--- src/rtl/pws_pkg.sv ---
package pws_pkg;

   localparam int MAX_MOTIF = 32;

   localparam int ACTION_W = 2;
   localparam int BYTE_W   = 8;
   localparam int ROW_W    = 5;
   localparam int BASE_W   = 2;
   localparam int WEIGHT_W = 16;
   localparam int CODE_W   = 3;
   localparam int SCORE_W  = 21;
   localparam int POS_W    = 32;
   localparam int MLEN_W   = 6;

   // window length counter holds 0..MAX_MOTIF, cell index 0..MAX_MOTIF-1
   localparam int RUN_W = $clog2(MAX_MOTIF + 1);
   localparam int IDX_W = (MAX_MOTIF > 1) ? $clog2(MAX_MOTIF) : 1;

   localparam logic [ACTION_W-1:0] ACT_SEQ     = 2'd0;
   localparam logic [ACTION_W-1:0] ACT_WEIGHT  = 2'd1;
   localparam logic [ACTION_W-1:0] ACT_TABLE   = 2'd2;
   localparam logic [ACTION_W-1:0] ACT_RESTART = 2'd3;

   localparam logic [CODE_W-1:0] CODE_INVALID = 3'd4;

   localparam int CSR_IDX_W = 1;
   localparam logic [CSR_IDX_W-1:0] CSR_THRESHOLD = 1'b0;
   localparam logic [CSR_IDX_W-1:0] CSR_MOTIF_LEN = 1'b1;

   localparam int FIFO_DEPTH = 4;
   localparam int FIFO_AW    = $clog2(FIFO_DEPTH);
   localparam int FIFO_CW    = $clog2(FIFO_DEPTH + 1);
   // queue fill plus the two pipeline stages ahead of it
   localparam int CREDIT_W   = $clog2(FIFO_DEPTH + 3);

   localparam logic signed [SCORE_W-1:0] SCORE_MAX = {1'b0, {(SCORE_W-1){1'b1}}};
   localparam logic signed [SCORE_W-1:0] SCORE_MIN = {1'b1, {(SCORE_W-1){1'b0}}};

   typedef struct packed {
      logic              shift;
      logic              clear;
      logic [BASE_W-1:0] code;
   } pws_ctl_type;

   typedef struct packed {
      logic                       wr_en;
      logic [BASE_W-1:0]          base;
      logic signed [WEIGHT_W-1:0] value;
   } pws_wload_type;

   typedef struct packed {
      logic [POS_W-1:0]          start_position;
      logic signed [SCORE_W-1:0] score;
   } pws_rsp_type;

   function automatic logic signed [SCORE_W-1:0] sat_add(
      input logic signed [SCORE_W-1:0]  a,
      input logic signed [WEIGHT_W-1:0] b
   );
      logic signed [SCORE_W:0] s;
      s = {a[SCORE_W-1], a} + {{(SCORE_W+1-WEIGHT_W){b[WEIGHT_W-1]}}, b};
      if (s[SCORE_W] != s[SCORE_W-1]) begin
         sat_add = s[SCORE_W] ? SCORE_MIN : SCORE_MAX;
      end else begin
         sat_add = s[SCORE_W-1:0];
      end
   endfunction

endpackage

--- src/rtl/pws_base_table.sv ---
module pws_base_table (
   input  logic                              clock,
   input  logic                              reset,
   input  logic                              wr_en,
   input  logic [pws_pkg::BYTE_W-1:0]        wr_addr,
   input  logic [pws_pkg::CODE_W-1:0]        wr_code,
   input  logic                              rd_en,
   input  logic [pws_pkg::BYTE_W-1:0]        rd_addr,
   output logic [pws_pkg::CODE_W-1:0]        rd_code
);

   localparam int DEPTH = 2 ** pws_pkg::BYTE_W;

   logic [pws_pkg::CODE_W-1:0] mem [DEPTH];
   logic [DEPTH-1:0]           vld_ff;
   logic [pws_pkg::CODE_W-1:0] code_ff;
   logic                       hit_ff;
   logic [pws_pkg::CODE_W-1:0] wr_code_clip;

   // codes above the invalid code are stored as invalid
   assign wr_code_clip = (wr_code > pws_pkg::CODE_INVALID) ? pws_pkg::CODE_INVALID : wr_code;

   always_ff @(posedge clock) begin
      if (wr_en) begin
         mem[wr_addr] <= wr_code_clip;
      end
      if (rd_en) begin
         code_ff <= mem[rd_addr];
      end
   end

   always_ff @(posedge clock) begin
      if (reset) begin
         vld_ff <= '0;
         hit_ff <= 1'b0;
      end else begin
         if (wr_en) begin
            vld_ff[wr_addr] <= 1'b1;
         end
         if (rd_en) begin
            hit_ff <= vld_ff[rd_addr];
         end
      end
   end

   assign rd_code = hit_ff ? code_ff : pws_pkg::CODE_INVALID;

endmodule

--- config.mk ---
export PLATFORM = sky130hd
export DESIGN_NAME = pws_base_table
export DESIGN_NICKNAME = d
export VERILOG_FILES = /design/src/rtl/pws_pkg.sv /design/src/rtl/pws_base_table.sv
export SDC_FILE = /design/constraint.sdc
export NUM_CORES = 1
export LEC_CHECK = 0
export BUFFER_PORTS_ARGS = -buffer_cell sky130_fd_sc_hd__buf_2
export CAP_MARGIN = 20
export CORE_MARGIN = 2
export CORE_UTILIZATION = 63
export CTS_CLUSTER_SIZE = 16
export DETAILED_ROUTE_END_ITERATION = 16
export GPL_ROUTABILITY_DRIVEN = 1
export PLACE_DENSITY = 0.79
export SLEW_MARGIN = 20
export SYNTH_ARGS = -nofsm -noshare
export SYNTH_HDL_FRONTEND = slang
export SYNTH_SLANG_ARGS = --single-unit
--- constraint.sdc ---
create_clock -name clock -period 10.71 [get_ports clock]
set_clock_uncertainty 0.05 [all_clocks]
set_input_delay 2.142 -clock clock [delete_from_list [all_inputs] [get_ports clock]]
set_output_delay 2.142 -clock clock [all_outputs]
set_load 0.02 [all_outputs]
==> flow_metrics.tcl <==
set metrics [dict create \
    hold_path_class "flop to flop" \
    post_cts_resized 0 \
    min_period_ns 5.31 \
    slew_viol_final 0 \
    reg2regPathDepth 6 \
    critPathRequiredTime_ns 11.16 \
    crit_buf_inv 2 \
    reg2reg_slack_ns 8.16 \
    drive_gt1_frac 0.193 \
    critical_path_class "primary input to flop" \
    setup_viol 0 \
    status "completed" \
    ctsHtreeMaxLevel 3 \
    fmax_mhz 188 \
    crit_path_start_kind "primary input" \
    setup_ws_ns 5.40 \
    fin_setup_tns_ns 0 \
    syn_area_mm2 0.0401 \
    drtIter0Drc 3100 \
    maxSlewHeadroom 0.230 \
    grt_pass1_vias 23000 \
    cp_num_cells 8 \
    grt_overflow_total 0 \
    synthArstFlopShare 0 \
    clockBufferDepth 3 \
    cts_tree "built" \
    ys_ff_latch 1028 \
    min_period_over_period 0.495 \
    cts_sinks 1028 \
    cts_hold_buf 0 \
    area_growth_syn_to_layout_pct 9.78 \
    cp-startpoint "rd_addr[0]" \
    drcViolationCount 0 \
    cts_buffers 95 \
    max-cap-violations 0 \
    coreArea_mm2 0.0630 \
    initial_core_util 0.637 \
    cp_max_fo 92 \
    viasPerCell 6.68 \
    antenna_found_initial 6 \
    rsz0062_at_grt "false" \
    synth_cells 2544 \
    synth-edff-count 771 \
    critPathMaxStageDelay_ns 0.60 \
    routed_wl_um 94600 \
    worstPathCellList "buf_8 -> buf_12 -> mux4_2 -> a22o_1 -> o21ai_0 -> a41oi_1 -> a31oi_1 -> o32ai_1" \
    hold_viol_final 0 \
    p_per_area_mw_per_mm2 184 \
    final_nets 2547 \
    routedWlPerCell_um 27.4 \
    drt-pass1-iter-count 6 \
    irDropWorstVdd_v 0.000149 \
    fp.dieW_um 256 \
    ios 26 \
    dp_slack_ns 4.73 \
    ys.flop_type "edfxtp_1" \
    cellLeakagePower_nw 13.4 \
    dp_hpwl_um 55700 \
    gp_congestion 0.871 \
    synthDistinctLibCells 47 \
    ys_seq_area_frac 0.705 \
    die_area_mm2 0.0657 \
    portBuffers 25 \
    cts-root-buf "clkbuf_16" \
    critPathSlowestCell "buf_8" \
    hold_slack_ns 0.413 \
    r2r-end "hit_ff" \
    syn-num-nets 2567 \
    postSynthAreaPerCell_um2 15.8 \
    r2r_start "vld_ff[23]" \
    tightest_slew_ns 1.15 \
    crit_end "hit_ff" \
    end_kind "flop" \
    critical-path-top-delay-family "compound AO/OA/AOI/OAI gates" \
    antenna_left 0 \
    vias 23100 \
    core.rowCount 92 \
    grt_pass1_wl_um 143000 \
    yosys_warnings 0 \
    grt.total_usage 0.290 \
    cp.arrival_ns 5.76 \
    clk_pin_slew_ns 0.06 \
    die_h_um 256 \
    postCtsSetupBuffers 0 \
    worstSkewPairLatency_ns 0.66 \
    grt_start_max_net_pins 257 \
]
==> layout make-up <==
class,instances,area [µm²]
clock inverters,50,452
multi-input cells,1342,11000
diodes,3,7.51
clock buffers,128,2790
repair buffers,54,428
flip-flops and latches,1028,28300
well taps,846,1060
fillers,3802,18900
inverters,3,11.3
==> cell usage after synthesis, drive strengths merged (21+ instances only) <==
master,number,share of area
o21ba,31,0.0077
mux4,245,0.14
edfxtp,771,0.58
dfxtp,257,0.13
clkbuf,115,0.011
nor2b,21,0.0033
buf,56,0.011
a22oi,50,0.0094
a21oi,22,0.0027
nand3,29,0.0036
nand2,29,0.0027
a22o,44,0.0096
nor2,723,0.068
mux2i,26,0.0065
==> stage by stage <==
step	utilization	total power, W	cell area, µm²	cells
3_3_place_gp	0.647	0.00472	40700	3270
2_1_floorplan	-	0.00463	40100	2544
5_1_grt	0.699	0.00827	44000	3452
4_1_cts	0.699	0.00811	44000	3450
6_report	0.699	0.00810	44000	3454
3_5_place_dp	0.647	0.00473	40800	3272
==> state kept, by name, summed over array words and instances (netlist names) <==
register and flops:
hit_ff 1, code_ff 3, vld_ff 256, mem 768
==> power breakdown <==
group | switching [W] | leakage (nW) | internal [W]
registers | 0.00000332 | 8.42 | 0.00429
logic | 0.000246 | 3.41 | 0.000117
clock network | 0.00146 | 1.59 | 0.00198
==> worst min-delay path by stage <==
stage,start,end,slack (ns),cells past startpoint
after floorplan,vld_ff[10],vld_ff[10],0.38,2
final,vld_ff[42],vld_ff[42],0.41,2
after global placement,vld_ff[92],vld_ff[92],0.39,2
after detailed placement,vld_ff[42],vld_ff[42],0.40,2
after CTS,vld_ff[42],vld_ff[42],0.42,2
after global routing,vld_ff[10],vld_ff[10],0.44,2
==> worst min-delay path, delay by kind of cell, from the launching register on <==
kind / cells / cell delay, ns
DFF: 1 / 0.32
and+or+nand+nor: 2 / 0.11
==> cell usage in the layout (no fill, tap or decap), types with 22 or more instances in the layout <==
| master | n |
|---|---|
| a21oi_1 | 22 |
| a22o_1 | 44 |
| a22oi_1 | 50 |
| clkbuf_16 | 101 |
| clkinv_2 | 22 |
| dfxtp_1 | 257 |
| edfxtp_1 | 771 |
| mux2i_1 | 26 |
| mux4_2 | 245 |
| nand2_1 | 29 |
| nand3_1 | 26 |
| nor2_1 | 722 |
| o21ba_2 | 31 |
==> per-layer routing <==
layer / up-vias / GRT usage / share of wire
met2: 1494 / 0.467 / 0.49
met4: 6 / 0.113 / 0.036
met5: - / 0 / 0.00036
met3: 220 / 0.0563 / 0.11
li1: 9628 / - / -
met1: 11700 / 0.399 / 0.37
==> kinds of logic (layout without fill, tap and decap cells) <==
family	after synthesis	in the layout	share of synthesized area
compound gates	231	231	0.0449
buf+inv	174	235	0.0218
flops	1028	1028	0.705
mux	274	274	0.145
other cells	0	3	0
simple gates	837	837	0.0829
Note: power is estimated with default switching activity, not from simulation.
