==> src/rtl/pws_pkg.sv <==
package pws_pkg;

   localparam int MAX_MOTIF = 32;

   localparam int ACTION_W = 2;
   localparam int BYTE_W   = 8;
   localparam int ROW_W    = 5;
   localparam int BASE_W   = 2;
   localparam int WEIGHT_W = 16;
   localparam int CODE_W   = 3;
   localparam int SCORE_W  = 21;
   localparam int POS_W    = 32;
   localparam int MLEN_W   = 6;

   // window length counter holds 0..MAX_MOTIF, cell index 0..MAX_MOTIF-1
   localparam int RUN_W = $clog2(MAX_MOTIF + 1);
   localparam int IDX_W = (MAX_MOTIF > 1) ? $clog2(MAX_MOTIF) : 1;

   localparam logic [ACTION_W-1:0] ACT_SEQ     = 2'd0;
   localparam logic [ACTION_W-1:0] ACT_WEIGHT  = 2'd1;
   localparam logic [ACTION_W-1:0] ACT_TABLE   = 2'd2;
   localparam logic [ACTION_W-1:0] ACT_RESTART = 2'd3;

   localparam logic [CODE_W-1:0] CODE_INVALID = 3'd4;

   localparam int CSR_IDX_W = 1;
   localparam logic [CSR_IDX_W-1:0] CSR_THRESHOLD = 1'b0;
   localparam logic [CSR_IDX_W-1:0] CSR_MOTIF_LEN = 1'b1;

   localparam int FIFO_DEPTH = 4;
   localparam int FIFO_AW    = $clog2(FIFO_DEPTH);
   localparam int FIFO_CW    = $clog2(FIFO_DEPTH + 1);
   // queue fill plus the two pipeline stages ahead of it
   localparam int CREDIT_W   = $clog2(FIFO_DEPTH + 3);

   localparam logic signed [SCORE_W-1:0] SCORE_MAX = {1'b0, {(SCORE_W-1){1'b1}}};
   localparam logic signed [SCORE_W-1:0] SCORE_MIN = {1'b1, {(SCORE_W-1){1'b0}}};

   typedef struct packed {
      logic              shift;
      logic              clear;
      logic [BASE_W-1:0] code;
   } pws_ctl_type;

   typedef struct packed {
      logic                       wr_en;
      logic [BASE_W-1:0]          base;
      logic signed [WEIGHT_W-1:0] value;
   } pws_wload_type;

   typedef struct packed {
      logic [POS_W-1:0]          start_position;
      logic signed [SCORE_W-1:0] score;
   } pws_rsp_type;

   function automatic logic signed [SCORE_W-1:0] sat_add(
      input logic signed [SCORE_W-1:0]  a,
      input logic signed [WEIGHT_W-1:0] b
   );
      logic signed [SCORE_W:0] s;
      s = {a[SCORE_W-1], a} + {{(SCORE_W+1-WEIGHT_W){b[WEIGHT_W-1]}}, b};
      if (s[SCORE_W] != s[SCORE_W-1]) begin
         sat_add = s[SCORE_W] ? SCORE_MIN : SCORE_MAX;
      end else begin
         sat_add = s[SCORE_W-1:0];
      end
   endfunction

endpackage

==> src/rtl/pws_cell.sv <==
module pws_cell (
   input  logic                                clock,
   input  logic                                reset,
   input  pws_pkg::pws_ctl_type                ctl,
   input  pws_pkg::pws_wload_type              wload,
   input  logic signed [pws_pkg::SCORE_W-1:0]  sum_prev,
   output logic signed [pws_pkg::SCORE_W-1:0]  sum_out
);

   logic signed [pws_pkg::WEIGHT_W-1:0] weight_ff [4];
   logic signed [pws_pkg::SCORE_W-1:0]  sum_ff;
   logic signed [pws_pkg::SCORE_W-1:0]  sum_in;

   always_comb begin
      sum_in = sum_ff;
      if (ctl.clear) begin
         sum_in = '0;
      end else if (ctl.shift) begin
         sum_in = pws_pkg::sat_add(sum_prev, weight_ff[ctl.code]);
      end
   end

   always_ff @(posedge clock) begin
      if (reset) begin
         sum_ff <= '0;
      end else begin
         sum_ff <= sum_in;
      end
   end

   always_ff @(posedge clock) begin
      if (wload.wr_en) begin
         weight_ff[wload.base] <= wload.value;
      end
   end

   assign sum_out = sum_ff;

endmodule

==> config.mk <==
export PLATFORM = sky130hd
export DESIGN_NAME = pws_cell
export DESIGN_NICKNAME = d
export VERILOG_FILES = /design/src/rtl/pws_pkg.sv /design/src/rtl/pws_cell.sv
export SDC_FILE = /design/constraint.sdc
export NUM_CORES = 1
export LEC_CHECK = 0
export ABC_AREA = 1
export BUFFER_PORTS_ARGS = -buffer_cell sky130_fd_sc_hd__buf_2
export CAP_MARGIN = 25
export CELL_PAD_IN_SITES_DETAIL_PLACEMENT = 0
export CELL_PAD_IN_SITES_GLOBAL_PLACEMENT = 2
export CORE_MARGIN = 3
export CORE_UTILIZATION = 28
export CTS_BUF_LIST = sky130_fd_sc_hd__clkbuf_4
export CTS_CLUSTER_DIAMETER = 80
export CTS_CLUSTER_SIZE = 40
export DETAILED_ROUTE_END_ITERATION = 8
export PLACE_DENSITY = 0.69
export SETUP_SLACK_MARGIN = 0.15
export SYNTH_ARGS = -nofsm -noshare
export SYNTH_HDL_FRONTEND = slang
export SYNTH_SLANG_ARGS = --single-unit
==> constraint.sdc <==
create_clock -name clock -period 9.23 [get_ports clock]
set_input_delay 1.846 -clock clock [delete_from_list [all_inputs] [get_ports clock]]
set_output_delay 1.846 -clock clock [all_outputs]
set_load 0.01 [all_outputs]
==> summary.md <==
| Metric | Value |
|---|---|
| Avg Cell Area, Syn | `9.03 sq um` |
| FF+latch area | `2340 sq um` |
| Post-CTS resize count | `0` |
| Synthesized net count | `around 580` |
| CTS tree | `done` |
| Crit path DAT | `5.38 ns` |
| Period minus WS final | `about 5.0 ns` |
| Most frequent cells in the layout | `nand2_1, buf_2, edfxtp_1` |
| Slowest CP cell | `inv_1` |
| Final instance area | `5370 sq um` |
| Hold_buf cts | `0` |
| Stages on worst setup path | `15` |
| Post-CTS setup buffer count | `0` |
| Via density | `approximately 4.6` |
| Chip height | `135 um` |
| Ys flop type | `edfxtp_1` |
| Worst Setup Start Kind | `input port` |
| RSZ-0062 raised after global routing | `no` |
| Max Slew Vio Count | `0` |
| Hold Crit Class | `reg2reg` |
| WS Path Type | `in2reg` |
| Number of global-route vias before repair | `3,731` |
| Slew @ Worst Pin | `0.921 ns` |
| Largest net degree at the start of global routing | `34` |
| Status | `finished, final reports clean` |
| CP endpoint | `sum_out[2]$_SDFFE_PP0P_` |
| Num rows | `46` |
| Via count | `roughly 3,700` |
| I/O pin cnt | `between 60 and 70` |
| WP data required | `9.58 ns` |
| Worst-Skew Late Latency | `roughly 0.47 ns` |
| Core area | `16,100 sq um` |
| Worst slew margin | `38.6%` |
| DIE WIDTH | `~140 um` |
| Seq/Total Area, Yosys | `50.2%` |
| Worst path max stage delay | `0.75 ns` |
| Global Route Usage Sum | `13.9%` |
| Syn-to-layout area delta | `15.3%` |
| Routed len/inst | `15.3 um` |
| Most common cell after layout, fill and taps aside | `nand2_1` |
| Input/output buffers | `66` |
| Critical Path, Cell by Cell | `buf_2, inv_1, o21ai_0, o22ai_1, ha_1, a21oi_1, a21oi_1, nor2_1, nand3_1, nand2_1, nand2_2, nand2_4, nand2_4, inv_4, a21oi_1` |
| Max VDD drop | `around 94 uV` |
| Total CTS buffers | `9` |
| Detail Placement HPWL | `9.40 mm` |
| Leak Pwr | `~2.3 nW` |
| Critical R2R Launch | `weight_ff[1][15]$_DFFE_PP_` |
| CP endpoint kind | `flop` |
| YS warnings | `0` |
| Asr flop ratio synth | `0%` |
| Reg2Reg Depth | `13` |
| Initial antenna violation count | `0` |
| Placer's final routability congestion estimate | `roughly 0.80` |
| FMAX | `199 MHz` |
| Final Cycle Share | `54.6%` |
| Number of synthesized flops with an enable pin | `64` |
| Distinct cell type count after synthesis | `36` |
| Synth Register Bits | `between 80 and 90` |
| Final worst setup slack | `~4.2 ns` |
| First-pass GRT wire length | `19.6 mm` |
| Fin nets | `approximately 650` |
| GRT overflow | `0` |
| Clk pin slew, worst setup/hold paths | `0.14 ns` |
| CTS root buffer | `clkbuf_4` |
| Multi-input logic area | `2070 sq um` |
| Htree depth | `3` |
| DRC violations left | `0` |
| Worst r2r dst | `sum_out[2]$_SDFFE_PP0P_` |
| Max Cap Viol | `0` |
| Setup TNS Final | `0 ns` |
| PwrDens | `165 nW/um^2` |
| Starting density of the core | `between 20 and 30%` |
| # fillers | `1,760` |
| Worst setup path startpoint | `ctl[0]` |
| Post-Syn Instances | `approximately 520` |
| Worst slack, placed | `3.64 ns` |
| Worst clock skew | `0.0263 ns` |
| Area after DPL | `approximately 5200 sq um` |
| CTS max path bufs | `2` |
| CP dominant cell by count | `a21oi_1` |
| Largest driver fanout on the critical path | `33` |
| Mapped Area | `4660 sq um` |
| Ratio of cells with drive above 1 in the final layout | `21.4%` |
| Die ar. | `18,200 sq um` |
| Setup violations, final | `0` |
| DR pass1 iterations | `5` |
| Total clock sinks | `85` |
| Critical path's top delay family | `buffers and inverters` |
| Critical path buffers and inverters | `3` |
| Worst reg2reg setup slack | `6.36 ns` |
| DRT iter0 DRCs | `158` |
| Final ANT Viol Nets | `0` |
| Drt total wl | `12.3 mm` |
| Final Hold Viols | `0` |
## state kept, by name, indices dropped and copies added, names as in the netlist
name / flops
weight_ff: 64
sum_out: 21
## routing by layer
| layer | wire length [um] | GRT usage (%) | up-vias | share of wire, % |
|---|---|---|---|---|
| li1 | - | - | 1910 | - |
| met1 | 5790 | 18.5 | 1715 | 47 |
| met2 | 5790 | 22.9 | 80 | 47 |
| met3 | 538 | 3.13 | 16 | 4.4 |
| met4 | 205 | 3.81 | 0 | 1.7 |
| met5 | 0 | 0 | - | 0 |
## area by class of cell
class | count | share of cell area, %
diodes | 1 | 0.0466
clock buffers | 9 | 1.26
clock inverters | 7 | 1.26
inverters | 51 | 3.61
multi-input cells | 366 | 38.5
flip-flops and latches | 85 | 43.6
well taps | 216 | 5.03
repair buffers | 70 | 6.71
## cells by family after synthesis
logic type / synth area share (%)
flops: 50.2
fa+ha+maj: 6.07
xor+xnor: 2.44
buf+inv: 5.80
compound gates: 14.9
simple gates: 20.6
## worst min-delay path, delay by kind of cell, from the launching register on
kind,cells,cell delay (ns)
AO/OA/AOI/OAI,1,0.06
AND/OR/NAND/NOR,1,0.06
flip-flops,1,0.33
## where the power goes
part           switching (mW)  internal (mW)
clock                   0.144         0.0617
sequential            0.00605          0.432
combinational           0.161         0.0824
total                   0.311          0.576
## synthesized netlist by cell type (all sizes together) (4+ instances only)
cell	instances	area [sq um]
nor2	57	246
clkbuf	12	45.0
o21ai	52	264
nand4	9	56.3
xor2	7	61.3
inv	51	194
nand3	15	85.1
nor3	6	30.0
ha	21	263
o22ai	15	93.8
nand2	121	502
a21oi	39	248
nand3b	4	30.0
xnor2	6	52.6
edfxtp	64	1920
dfxtp	21	420
o21bai	6	45.0
## worst min path at each step
stage	start	end	slack, ns	cells past startpoint
after floorplan	sum_out[16]$_SDFFE_PP0P_	sum_out[16]$_SDFFE_PP0P_	0.49	2
after global placement	sum_out[1]$_SDFFE_PP0P_	sum_out[1]$_SDFFE_PP0P_	0.46	2
after detailed placement	sum_out[16]$_SDFFE_PP0P_	sum_out[16]$_SDFFE_PP0P_	0.46	2
after CTS	sum_out[16]$_SDFFE_PP0P_	sum_out[16]$_SDFFE_PP0P_	0.48	2
after global routing	sum_out[16]$_SDFFE_PP0P_	sum_out[16]$_SDFFE_PP0P_	0.52	2
final	sum_out[16]$_SDFFE_PP0P_	sum_out[16]$_SDFFE_PP0P_	0.48	2
## through the flow
step           power (mW)  hold slack (ns)  utilization [%]  instances
6_report            0.887            0.476             33.3        805
5_1_grt             0.944            0.516             33.3        804
4_1_cts             0.901            0.475             33.3        804
3_5_place_dp        0.694            0.455             32.5        788
3_3_place_gp        0.693            0.457             32.5        788
2_1_floorplan       0.621            0.489                -        516
Power figures use the tool's default switching activity.
