`src/rtl/pws_pkg.sv`:
```
package pws_pkg;

   localparam int MAX_MOTIF = 32;

   localparam int ACTION_W = 2;
   localparam int BYTE_W   = 8;
   localparam int ROW_W    = 5;
   localparam int BASE_W   = 2;
   localparam int WEIGHT_W = 16;
   localparam int CODE_W   = 3;
   localparam int SCORE_W  = 21;
   localparam int POS_W    = 32;
   localparam int MLEN_W   = 6;

   // window length counter holds 0..MAX_MOTIF, cell index 0..MAX_MOTIF-1
   localparam int RUN_W = $clog2(MAX_MOTIF + 1);
   localparam int IDX_W = (MAX_MOTIF > 1) ? $clog2(MAX_MOTIF) : 1;

   localparam logic [ACTION_W-1:0] ACT_SEQ     = 2'd0;
   localparam logic [ACTION_W-1:0] ACT_WEIGHT  = 2'd1;
   localparam logic [ACTION_W-1:0] ACT_TABLE   = 2'd2;
   localparam logic [ACTION_W-1:0] ACT_RESTART = 2'd3;

   localparam logic [CODE_W-1:0] CODE_INVALID = 3'd4;

   localparam int CSR_IDX_W = 1;
   localparam logic [CSR_IDX_W-1:0] CSR_THRESHOLD = 1'b0;
   localparam logic [CSR_IDX_W-1:0] CSR_MOTIF_LEN = 1'b1;

   localparam int FIFO_DEPTH = 4;
   localparam int FIFO_AW    = $clog2(FIFO_DEPTH);
   localparam int FIFO_CW    = $clog2(FIFO_DEPTH + 1);
   // queue fill plus the two pipeline stages ahead of it
   localparam int CREDIT_W   = $clog2(FIFO_DEPTH + 3);

   localparam logic signed [SCORE_W-1:0] SCORE_MAX = {1'b0, {(SCORE_W-1){1'b1}}};
   localparam logic signed [SCORE_W-1:0] SCORE_MIN = {1'b1, {(SCORE_W-1){1'b0}}};

   typedef struct packed {
      logic              shift;
      logic              clear;
      logic [BASE_W-1:0] code;
   } pws_ctl_type;

   typedef struct packed {
      logic                       wr_en;
      logic [BASE_W-1:0]          base;
      logic signed [WEIGHT_W-1:0] value;
   } pws_wload_type;

   typedef struct packed {
      logic [POS_W-1:0]          start_position;
      logic signed [SCORE_W-1:0] score;
   } pws_rsp_type;

   function automatic logic signed [SCORE_W-1:0] sat_add(
      input logic signed [SCORE_W-1:0]  a,
      input logic signed [WEIGHT_W-1:0] b
   );
      logic signed [SCORE_W:0] s;
      s = {a[SCORE_W-1], a} + {{(SCORE_W+1-WEIGHT_W){b[WEIGHT_W-1]}}, b};
      if (s[SCORE_W] != s[SCORE_W-1]) begin
         sat_add = s[SCORE_W] ? SCORE_MIN : SCORE_MAX;
      end else begin
         sat_add = s[SCORE_W-1:0];
      end
   endfunction

endpackage

```
`src/rtl/pws_out_fifo.sv`:
```
module pws_out_fifo (
   input  logic                          clock,
   input  logic                          reset,
   input  logic                          push,
   input  pws_pkg::pws_rsp_type          push_data,
   input  logic                          pop,
   output logic                          out_valid,
   output pws_pkg::pws_rsp_type          out_data,
   output logic [pws_pkg::FIFO_CW-1:0]   count
);

   pws_pkg::pws_rsp_type              mem [pws_pkg::FIFO_DEPTH];
   logic [pws_pkg::FIFO_AW-1:0]       wr_ptr_ff, wr_ptr_in;
   logic [pws_pkg::FIFO_AW-1:0]       rd_ptr_ff, rd_ptr_in;
   logic [pws_pkg::FIFO_CW-1:0]       cnt_ff, cnt_in;

   always_comb begin
      wr_ptr_in = wr_ptr_ff;
      rd_ptr_in = rd_ptr_ff;
      cnt_in    = cnt_ff;
      if (push) begin
         wr_ptr_in = (int'(wr_ptr_ff) == pws_pkg::FIFO_DEPTH - 1) ? '0 : wr_ptr_ff + 1'b1;
      end
      if (pop) begin
         rd_ptr_in = (int'(rd_ptr_ff) == pws_pkg::FIFO_DEPTH - 1) ? '0 : rd_ptr_ff + 1'b1;
      end
      if (push && !pop) begin
         cnt_in = cnt_ff + 1'b1;
      end else if (pop && !push) begin
         cnt_in = cnt_ff - 1'b1;
      end
   end

   always_ff @(posedge clock) begin
      if (reset) begin
         wr_ptr_ff <= '0;
         rd_ptr_ff <= '0;
         cnt_ff    <= '0;
      end else begin
         wr_ptr_ff <= wr_ptr_in;
         rd_ptr_ff <= rd_ptr_in;
         cnt_ff    <= cnt_in;
      end
   end

   always_ff @(posedge clock) begin
      if (push) begin
         mem[wr_ptr_ff] <= push_data;
      end
   end

   assign out_valid = (cnt_ff != '0);
   assign out_data  = mem[rd_ptr_ff];
   assign count     = cnt_ff;

endmodule

```
`config.mk`:
```
export PLATFORM = sky130hd
export DESIGN_NAME = pws_out_fifo
export DESIGN_NICKNAME = d
export VERILOG_FILES = /design/src/rtl/pws_pkg.sv /design/src/rtl/pws_out_fifo.sv
export SDC_FILE = /design/constraint.sdc
export NUM_CORES = 1
export LEC_CHECK = 0
export BUFFER_PORTS_ARGS = -buffer_cell sky130_fd_sc_hd__clkbuf_2
export CORE_UTILIZATION = 60
export DETAILED_ROUTE_END_ITERATION = 10
export HOLD_SLACK_MARGIN = 0.02
export MAX_ROUTING_LAYER = met4
export PLACE_DENSITY_LB_ADDON = 0.08
export SLEW_MARGIN = 5
export SYNTH_ARGS = -nofsm -noshare
export SYNTH_HDL_FRONTEND = slang
export SYNTH_SLANG_ARGS = --single-unit
```
`constraint.sdc`:
```
create_clock -name clock -period 3.8 [get_ports clock]
set_input_delay 0.76 -clock clock [delete_from_list [all_inputs] [get_ports clock]]
set_output_delay 0.76 -clock clock [all_outputs]
set_load 0.005 [all_outputs]
```
==> results.toml, run 1 <==
[run_status]
status = "complete, no violations"

[global_route]
grt_pass1_wl_mm = 21.06
grt_pass1_vias = 3892
gr-total-overflow = 0
grt_max_degree = 54
antenna_found_initial = 1
track_usage_pct = 20.69

[worst_setup_path]
crit_fanout = 29
cp-end-kind = "primary output"
worst-r2r-cell-count = 4
r2r_start = "wr_ptr_ff[0]"
crit_arrival_ns = 2.22
cpMaxStageDelayCell = "dfxtp_4"
worstSetupStartpointType = "register"
crit_path_max_incr_delay_ns = 0.72
r2r_setup_slack_ns = 2.00
cp_cell_sequence = "buf_4 > mux4_2 > clkbuf_2"
worstReg2RegEnd = "mem[0][16]"
required_ns = 3.04
worstSetupPathType = "register to primary output"

[cells_and_area]
regArea_sq_um = 6551
utilization_pct = 72.26
drive_above_1_share_pct = 44.75
area_delta_synth_final_pct = 17.48
multi_input_area_sq_um = 1449
final_nets = 517
fillers = 824

[timing]
fin_skew_ns = 0.01928
hold_slack_ns = 0.4850
fmax_ghz = 0.3355
hold_viol_final = 0
fin_crit_sh_pct = 78.44
setup_viol = 0
final.setup.tns_ns = 0
rsz0062_at_grt = "false"
slew_viol_final = 0
period_needed_ns = 2.981
slew-limit-headroom_pct = 47.59
tightest_slew_ns = 0.7862

[die]
initial_core_util_pct = 61.51
die_area_sq_um = 14050
rows = 42
dieWidth_um = 118.5
die_h_um = 118.5
ioPinCount = 114
core_sq_um = 13240

[placed_design]
place.gp.congestion = 0.7589
dpl.hpwl_mm = 8.030
io_buffers = 113

[synth]
synth_most_common_cell = "edfxtp_1"
netlist_instances = 320
synthesis.nets = 384
yosys_most_used_dff = "edfxtp_1"
syn_avg_cell_area_sq_um = 25.45
ys_ff_latch = 221
ys_warn_count = 0
ys_seq_area_share_pct = 80.37
synth_top_area_cell = "edfxtp_1"
synthesis.area_sq_um = 8145
yosys-top-cells-area = "edfxtp_1 78%, mux4_2 14%, dfxtp_1 2.2%"
synth_edf_count = 212
ys_top_cells_by_count = "212 x edfxtp_1, 50 x mux4_2, 9 x dfxtp_1"
yosysTopAreaCellShare_pct = 78.16
ys_types = 19
async_flop_share_pct = 0

[clocking]
cts_max_level = 1
cts_tree = "done"
cts_resized = 0
cts_made_buffers = 21
root_buffer = "clkbuf_16"
clock_sinks = 221
postCtsSetupBuffers = 0
clk_path_buf_depth = 3
cts_hold_buf = 0
clk_pin_slew_ns = 0.06
clk_latency_ns = 0.49

[routing]
drtPass1Iterations = 4
drcViolationCount = 0
routed_wl_mm = 13.41
dr_total_vias = 3662
dr.first_iter.drc_count = 246
wl_per_cell_um = 20.83
viasPerCell = 5.686
ant_nets = 0

[power]
peakVddDrop_uv = 363.8
power_density_nw_per_um2 = 545.4
leakagePower_nw = 3.310

[worst_hold_path]
min_path_cells = 1
holdCritPathClass = "primary input to register"
hold_path_startpoint = "push_data[22]"
whs_endpoint = "mem[1][22]"

[job]
maxCapViolations = 0
[routing by layer]
layer  share of wire [%]  track usage [%]  vias to the layer above
met3                 6.0            4.247                       20
met1                  42            27.74                     1908
li1                    -                -                     1630
met4                 1.7            4.747                        0
met2                  50            33.46                      104
met5                   0                -                        -
[placed cells by master (no fill, tap or decap), drive strengths merged]
master,synthesis,final
inv,4,6
xor2,2,2
nor2,7,7
mux4,53,53
clkinvlp,0,2
a21oi,2,2
fa,1,1
clkbuf,1,136
clkinv,0,8
ha,6,6
edfxtp,212,212
and2,4,4
or3,2,2
dfxtp,9,9
diode,0,1
buf,11,9
mux2i,4,4
bufinv,0,2
o21ai,1,1
nor3b,1,1
[registers in the layout (all words and copies together), names as in the netlist, named ones only]
| name | cells |
|---|---|
| mem | 212 |
| count | 3 |
| rd_ptr_ff | 2 |
| wr_ptr_ff | 2 |
[cell families after synthesis]
logic type	Yosys count	synth area share, %
AOI/OAI and AO/OA	3	0.1843
xor gates and xnor gates	2	0.2151
and+or+nand+nor	14	0.8756
buffers and inverters	16	1.905
muxes	57	15.28
DFF	221	80.37
adders and majority gates	7	1.167
[worst max-delay path by stage]
stage	to	slack (ns)	depth (start not counted)
global placement	out_data[0]	1.26	3
global route	out_data[45]	0.65	3
floorplan	mem[0][0]	1.36	1
finish	out_data[8]	0.82	3
detailed placement	out_data[0]	1.26	3
CTS	out_data[0]	0.75	3
[final cells by class]
type	instances	share of cell area (%)
sequential	221	68.46
multi-input combinational	83	15.14
timing repair buffer	122	7.008
clock buffer	23	5.570
tap	176	2.301
clock inverter	14	1.334
inverter	4	0.1569
antenna	1	0.02615
[worst max-delay path, delay by kind of cell, from the launching register on]
family	cells	cell delay, ns
muxes	1	0.53
DFF	1	0.72
buffers and inverters	2	0.48
[power breakdown]
part,internal (mW),switching [mW]
sequential,2.79,0.0535
combinational,0.210,0.195
clock,1.15,0.820
total,4.15,1.07
[through the flow]
step           std cells  worst slack (ns)  instance area [sq um]  power (mW)
6_report             644            0.8193                   9569       5.219
5_1_grt              644            0.6537                   9569       5.400
4_1_cts              643            0.7537                   9567       5.273
3_5_place_dp         606             1.256                   8906       3.307
3_3_place_gp         606             1.259                   8906       3.288
2_1_floorplan        320             1.363                   8145       3.116
Power figures use the tool's default switching activity.
==> run 2: changes to the inputs <==
- CORE_UTILIZATION: 60 -> 57
- clock period: 3.8 -> 2.87 ns (I/O delays scaled with it)
==> results.toml, run 2 (synthesis gave the netlist of run 1 again) <==
[cells_and_area]
regMostFlops = "mem"
n_antenna_cell = 0
largest_reg_flops = 212
area_delta_synth_final_pct = 18.16
layout_common_cells = "212 x edfxtp_1, 113 x clkbuf_2, 50 x mux4_2"
final_nets = 521
drive_above_1_share_pct = 44.07
final_common_cell = "edfxtp_1"

[worst_setup_path]
cpLargestDelayFamily = "flip-flops"
crit_arrival_ns = 2.11
worstSetupPathType = "register to primary output"
worstSetupStartpointType = "register"
cp-end-kind = "primary output"
crit_path_max_incr_delay_ns = 0.65
crit_fanout = 24
required_ns = 2.30
cpMaxStageDelayCell = "dfxtp_4"
cp_num_buf_inv = 2
cp_cell_sequence = "buf_4 > mux4_1 > clkbuf_2"

[run_status]
status = "complete, no violations"

[global_route]
antenna_found_initial = 0
grt_max_degree = 39
track_usage_pct = 19.30
grt_pass1_wl_mm = 20.34
gr-total-overflow = 0
grt_pass1_vias = 3851

[routing]
drtPass1Iterations = 5
dr_total_vias = 3624
drcViolationCount = 0
dr.first_iter.drc_count = 245
ant_nets = 0
viasPerCell = 5.558
routed_wl_mm = 13.12
wl_per_cell_um = 20.12

[power]
comb_power_share_pct = 7.8
peakVddDrop_uv = 542.8
power.internal_mw = 5.598
power_density_nw_per_um2 = 728.1
swShare_pct = 20.12
pwr-share-seq_pct = 53.5
leakagePower_nw = 3.344
power_switching_mw = 1.410
pwr-share-clk_pct = 38.7
p_total_mw = 7.007

[die]
dieWidth_um = 121.5
initial_core_util_pct = 58.45
core_sq_um = 13930
ioPinCount = 114
die_h_um = 121.5
rows = 43
die_area_sq_um = 14770

[placed_design]
place.gp.congestion = 0.6912
dpl.hpwl_mm = 7.917
io_buffers = 113
place_ws_ns = 0.6467

[clocking]
clk_path_buf_depth = 3
clk_latency_ns = 0.48
cts_hold_buf = 0
cts_made_buffers = 22
root_buffer = "clkbuf_16"
cts_max_level = 1
clock_sinks = 221
postCtsSetupBuffers = 0
cts_tree = "done"
clk_pin_slew_ns = 0.06
cts_resized = 0

[worst_hold_path]
holdCritPathClass = "primary input to register"

[timing]
fin_skew_ns = 0.01136
slew_viol_final = 0
period_needed_ns = 2.684
setup_viol = 0
final.setup.tns_ns = 0
fmax_ghz = 0.3725
rsz0062_at_grt = "false"
fin_crit_sh_pct = 93.53
tightest_slew_ns = 0.5079
slew-limit-headroom_pct = 66.14
finalWorstSetupSlack_ns = 0.1857
hold_viol_final = 0

[job]
maxCapViolations = 0
-- run 2: cell types whose count changed in the layout (fill, tap and decap cells not counted), moves of 2 or more --
cell and change:
clkinv_1 +6, buf_4 +3, clkbuf_16 +2, clkinv_2 -2, clkinvlp_4 -2, inv_6 -2
-- run 2: power by group through the flow --
stage	logic, mW	registers [mW]	clock network, mW
after global placement	0.548	3.81	0
after floorplan	0.331	3.79	0
final	0.546	3.75	2.71
after global routing	0.599	3.76	2.88
after detailed placement	0.557	3.82	0
after CTS	0.561	3.75	2.76
-- run 2: path summary, 6_finish.rpt --
check / startpoint / to / slack (ns) / depth (start not counted)
worst max-delay path: register / out_data[36] / 0.19 / 3
worst min-delay path: push_data[28] / mem[2][28] / 0.30 / 1
worst min register to register: count[2] / count[2] / 0.52 / 2
worst max register to register: wr_ptr_ff[0] / mem[0][45] / 1.17 / 4
-- run 2: per-layer routing --
| layer | global-route usage (%) | vias up | part of all wire, % |
|---|---|---|---|
| met5 | - | - | 0 |
| met4 | 4.938 | 0 | 0.97 |
| met3 | 3.558 | 14 | 6.4 |
| met2 | 31.04 | 108 | 50 |
| met1 | 25.87 | 1866 | 43 |
| li1 | - | 1636 | - |
-- run 2: metrics by stage --
step                hold WS [ns]  cell area [sq um]  std cells  utilization (%)
global route              0.2880               9624        652            69.07
floorplan                 0.4762               8145        320                -
detailed placement        0.4972               8934        613            64.11
CTS                       0.2846               9624        652            69.07
finish                    0.2998               9624        652            69.07
global placement          0.4850               8934        613            64.11
-- run 2: final cells by class --
type | count | area (sq um)
inverter | 4 | 15.01
fill | 874 | 4310
clock inverter | 14 | 107.6
tap | 180 | 225.2
multi-input combinational | 83 | 1449
sequential | 221 | 6551
clock buffer | 25 | 583.1
timing repair buffer | 125 | 693.2
